==> config.mk <==
export PLATFORM = sky130hd
export DESIGN_NAME = vdt_ctrl
export DESIGN_NICKNAME = d
export VERILOG_FILES = /design/src/hdl/vdt_pkg.sv /design/src/hdl/vdt_ctrl.sv
export SDC_FILE = /design/constraint.sdc
export NUM_CORES = 1
export LEC_CHECK = 0
export BUFFER_PORTS_ARGS = -buffer_cell sky130_fd_sc_hd__buf_2
export CORE_AREA = 2 2 39 41
export CTS_BUF_LIST = sky130_fd_sc_hd__clkbuf_4 sky130_fd_sc_hd__clkbuf_8
export CTS_CLUSTER_SIZE = 14
export DETAILED_ROUTE_END_ITERATION = 8
export DIE_AREA = 0 0 41 43
export SYNTH_ARGS = -nofsm -noshare
export SYNTH_HDL_FRONTEND = slang
export SYNTH_SLANG_ARGS = --single-unit
==> constraint.sdc <==
create_clock -name aclk -period 1.1 [get_ports aclk]
set_input_delay 0.22 -clock aclk [delete_from_list [all_inputs] [get_ports aclk]]
set_output_delay 0.22 -clock aclk [all_outputs]
set_load 0.1 [all_outputs]
==> src/hdl/vdt_pkg.sv <==
// Shared types and sizing constants for the vertex deduplication table.
// Used by vdt_ctrl, vdt_datapath and vertex_dedup_table; depends on nothing.
package vdt_pkg;

    // Table depth and derived index widths.
    localparam int ENTRIES = 256;
    localparam int IDX_W   = $clog2(ENTRIES);
    localparam int CNT_W   = IDX_W + 1;

    // Field widths of one input item and one result item.
    localparam int GROUP_W = 16;
    localparam int REF_W   = 20;
    localparam int VIDX_W  = 8;

    typedef logic [IDX_W-1:0]  addr_t;
    typedef logic [CNT_W-1:0]  count_t;
    typedef logic [VIDX_W-1:0] vidx_t;

    // One stored key: all four fields must match for a hit.
    typedef struct packed {
        logic [GROUP_W-1:0] smooth_group;
        logic [REF_W-1:0]   position_ref;
        logic [REF_W-1:0]   texture_ref;
        logic [REF_W-1:0]   normal_ref;
    } key_t;

    // Controller states, one-hot.
    typedef enum logic [1:0] {
        ST_IDLE = 2'b01,
        ST_SCAN = 2'b10
    } state_t;

    // Commands from the controller to the datapath.
    typedef struct packed {
        logic load_key;
        logic issue_read;
        logic finish_hit;
        logic finish_miss;
    } cmd_t;

    // Status from the datapath to the controller.
    typedef struct packed {
        logic hit;
        logic exhausted;
        logic out_free;
    } status_t;

endpackage

==> src/hdl/vdt_ctrl.sv <==
// Controller state machine for the vertex deduplication table.
// Depends on vdt_pkg; drives vdt_datapath through cmd_t and reads status_t.
module vdt_ctrl (
    input  logic             aclk,
    input  logic             aresetn,
    input  logic             s_valid,
    output logic             s_ready,
    input  vdt_pkg::status_t sts,
    output vdt_pkg::cmd_t    cmd
);

    vdt_pkg::state_t state_reg;
    vdt_pkg::state_t state_next;

    // State register.
    always_ff @(posedge aclk) begin
        if (!aresetn) begin
            state_reg <= vdt_pkg::ST_IDLE;
        end else begin
            state_reg <= state_next;
        end
    end

    assign s_ready = (state_reg == vdt_pkg::ST_IDLE);

    // Next state and command decode.
    always_comb begin
        state_next = state_reg;
        cmd        = '0;
        case (state_reg)
            vdt_pkg::ST_IDLE: begin
                if (s_valid) begin
                    cmd.load_key = 1'b1;
                    state_next   = vdt_pkg::ST_SCAN;
                end
            end
            vdt_pkg::ST_SCAN: begin
                if (sts.hit) begin
                    // Matching entry found; retire once the output slot is free.
                    if (sts.out_free) begin
                        cmd.finish_hit = 1'b1;
                        state_next     = vdt_pkg::ST_IDLE;
                    end
                end else if (sts.exhausted) begin
                    // Every stored entry compared without a match.
                    if (sts.out_free) begin
                        cmd.finish_miss = 1'b1;
                        state_next      = vdt_pkg::ST_IDLE;
                    end
                end else begin
                    cmd.issue_read = 1'b1;
                end
            end
            default: begin
                state_next = vdt_pkg::ST_IDLE;
            end
        endcase
    end

endmodule

==> results.py <==
metrics = {
    "power": {
        "power.density_nw_per_um2": 1160,
        "leakagePower_nw": 0.150,
        "vdd_drop_max_mv": 0.367,
        "total_power_mw": 0.408,
    },
    "global_routing": {
        "grt_pass1_wl_microns": 648,
        "grt_start_max_net_pins": 6,
        "grt-ovfl-total": 0,
        "grt_use_total_pct": 6.41,
        "grt_pass1_vias": 152,
        "antenna_found_initial": 0,
    },
    "run": {
        "max_cap_violations": 0,
    },
    "floorplanning": {
        "num_rows": 14,
        "io-pin-count": 11,
        "coreArea_sq_um": 1380,
        "die_w_microns": 41,
        "start_util_pct": 9.04,
        "die_y_microns": 43,
        "dieArea_sq_um": 1760,
    },
    "setup_path": {
        "critical_path.slowest_cell": "dfxtp_2",
        "critical_path_required_ns": 0.88,
        "worst_ep_arrival_time_ns": 1.13,
        "r2r-start": "state_reg[1]",
        "path_class": "register to output port",
        "start_kind": "register",
        "slowest_delay_ns": 0.34,
        "regToRegSetupSlack_ns": 0.02,
        "critPathTopFamily": "simple AND/OR/NAND/NOR gates",
        "crit_buf_inv": 1,
        "crit_chain": "nor2b_4 -> and4b_4 -> buf_12",
        "regToRegEndpoint": "state_reg[1]",
        "cp_max_fo": 4,
        "cp-end-kind": "output port",
        "reg2reg_depth": 3,
    },
    "cts": {
        "cts_buffers": 3,
        "clk_path_buf_depth": 2,
        "postCtsHoldBufs": 0,
        "cts_num_sinks": 2,
        "h-tree-depth": 1,
        "insertion_delay_ns": 0.23,
        "cts_tree": "yes",
        "clk_pin_slew_ns": 0.03,
        "root_buffer": "clkbuf_4",
    },
    "timing": {
        "rsz0062_at_grt": "yes",
        "fmax_mhz": 742,
        "tightestPinTransition_ns": 0.317,
        "hold_ws_ns": 0.174,
        "setup_viol": 5,
        "slew_viol_final": 0,
        "finalCritPeriodShare_pct": 123,
        "finalClockSkew_ns": 0.00178,
        "hold_viol_final": 0,
        "slew_headroom_pct": 78.8,
        "setup_ws_ns": -0.249,
        "min_period_ns": 1.35,
        "fin_tns_setup_ns": -1.12,
    },
    "placement": {
        "dpl.cell_count": 39,
        "placed_area_sq_um": 300,
        "hpwlAfterDp_microns": 306,
        "io_buffers": 10,
        "gp_congestion": 0.592,
        "dp_slack_ns": -0.0603,
    },
    "logic_synthesis": {
        "yosysTopAreaCellShare_pct": 32.0,
        "yosys-top-cells-area": "dfxtp_1 32%, nor4b_4 19%, nor2b_1 10%",
        "yosysSeqAreaShare_pct": 32.0,
        "syn_avg_cell_area_sq_um": 11.4,
        "syn_inst": 11,
        "synthesis.nets": 17,
        "yosysTopAreaCell": "dfxtp_1",
        "ys_types": 9,
        "synth_area_sq_um": 125,
        "ys_ff_latch": 2,
        "yosys_warnings": 0,
    },
    "finish": {
        "multi_input_area_sq_um": 110,
        "finalNetCount": 35,
        "final_util_pct": 25.5,
        "antennaDiodeCount": 0,
        "largest_reg_flops": 2,
        "regArea_sq_um": 45.0,
        "area_growth_pct": 182,
        "drive_above_1_share_pct": 88.9,
        "final_cell_mix": "5 x buf_2, 5 x buf_12, 3 x clkbuf_4, 2 x nor2b_4, 2 x buf_6",
        "finalNonFillerCells": 43,
        "n_fill_cell": 147,
        "fin_area_sq_um": 353,
    },
    "status": {
        "status": "finished, violations left",
        "violations": "setup timing",
    },
    "detailed_routing": {
        "routedWlPerCell_microns": 9.40,
        "first_pass_iters": 2,
        "drc": 0,
        "detail-route-antenna-nets": 0,
        "vias": 159,
        "first_iter_violations": 1,
        "routed_wl_microns": 404,
        "via_per_inst": 3.70,
    },
    "min_path": {
        "min_path_type": "input pin to register",
        "holdPathEnd": "state_reg[0]",
        "whs_path_depth": 2,
        "hp-start": "aresetn",
    },
}
[timing repair]
| item | in CTS | in global routing |
|---|---|---|
| pin swaps | 1 | 0 |
| gates resized for setup | 5 | 1 |
| endpoints found under the hold margin | 0 | 0 |
| endpoints found under the setup margin | 5 | 6 |
| buffers inserted | 0 | 1 |
[metal layers]
metal	vias to the layer above	track usage, %	part of all wire [%]
li1	77	-	-
met4	0	4.00	0
met5	-	0	0
met3	0	9.42	22
met1	69	7.99	46
met2	13	4.69	32
[worst register-to-register path: cells and delay by family, from the launching register on]
family,cells,cell delay [ns]
AND/OR/NAND/NOR,1,0.23
buffers and inverters,1,0.10
flip-flops,1,0.34
AO/OA/AOI/OAI,1,0.29
[worst max path at each step]
stage | start | to | slack (ns) | cells past startpoint
after CTS | state_reg[1] | cmd[0] | -0.27 | 3
after global routing | state_reg[1] | cmd[0] | -0.31 | 3
after floorplan | state_reg[0] | state_reg[0] | -0.58 | 2
after global placement | state_reg[1] | cmd[0] | -0.05 | 3
final | state_reg[1] | cmd[0] | -0.25 | 3
after detailed placement | state_reg[1] | cmd[0] | -0.06 | 3
[cell families after synthesis]
family	after synthesis	synth area share (%)
AND/OR/NAND/NOR	7	55.0
flip-flops	2	32.0
AO/OA/AOI/OAI	2	13.0
[synth_stat cells]
cell and number:
o31a_1 1, and3b_1 1, nor2b_1 2, and3_1 1, o31ai_1 1, nor4b_4 1
dfxtp_1 2, and4b_1 1, nor3b_1 1
[report_power, final]
group	internal, mW	leakage, nW	switching [mW]
registers	0.0788	0.0170	0.00897
clock network	0.121	0.0138	0.0461
logic	0.0662	0.120	0.0873
total	0.266	0.150	0.142
[layout make-up]
cell class | count | area share (%)
tap | 16 | 5.67
timing repair buffer | 13 | 44.0
clock buffer | 3 | 6.38
sequential | 2 | 12.8
multi-input combinational | 9 | 31.2
Note: power is estimated with default switching activity, not from simulation.
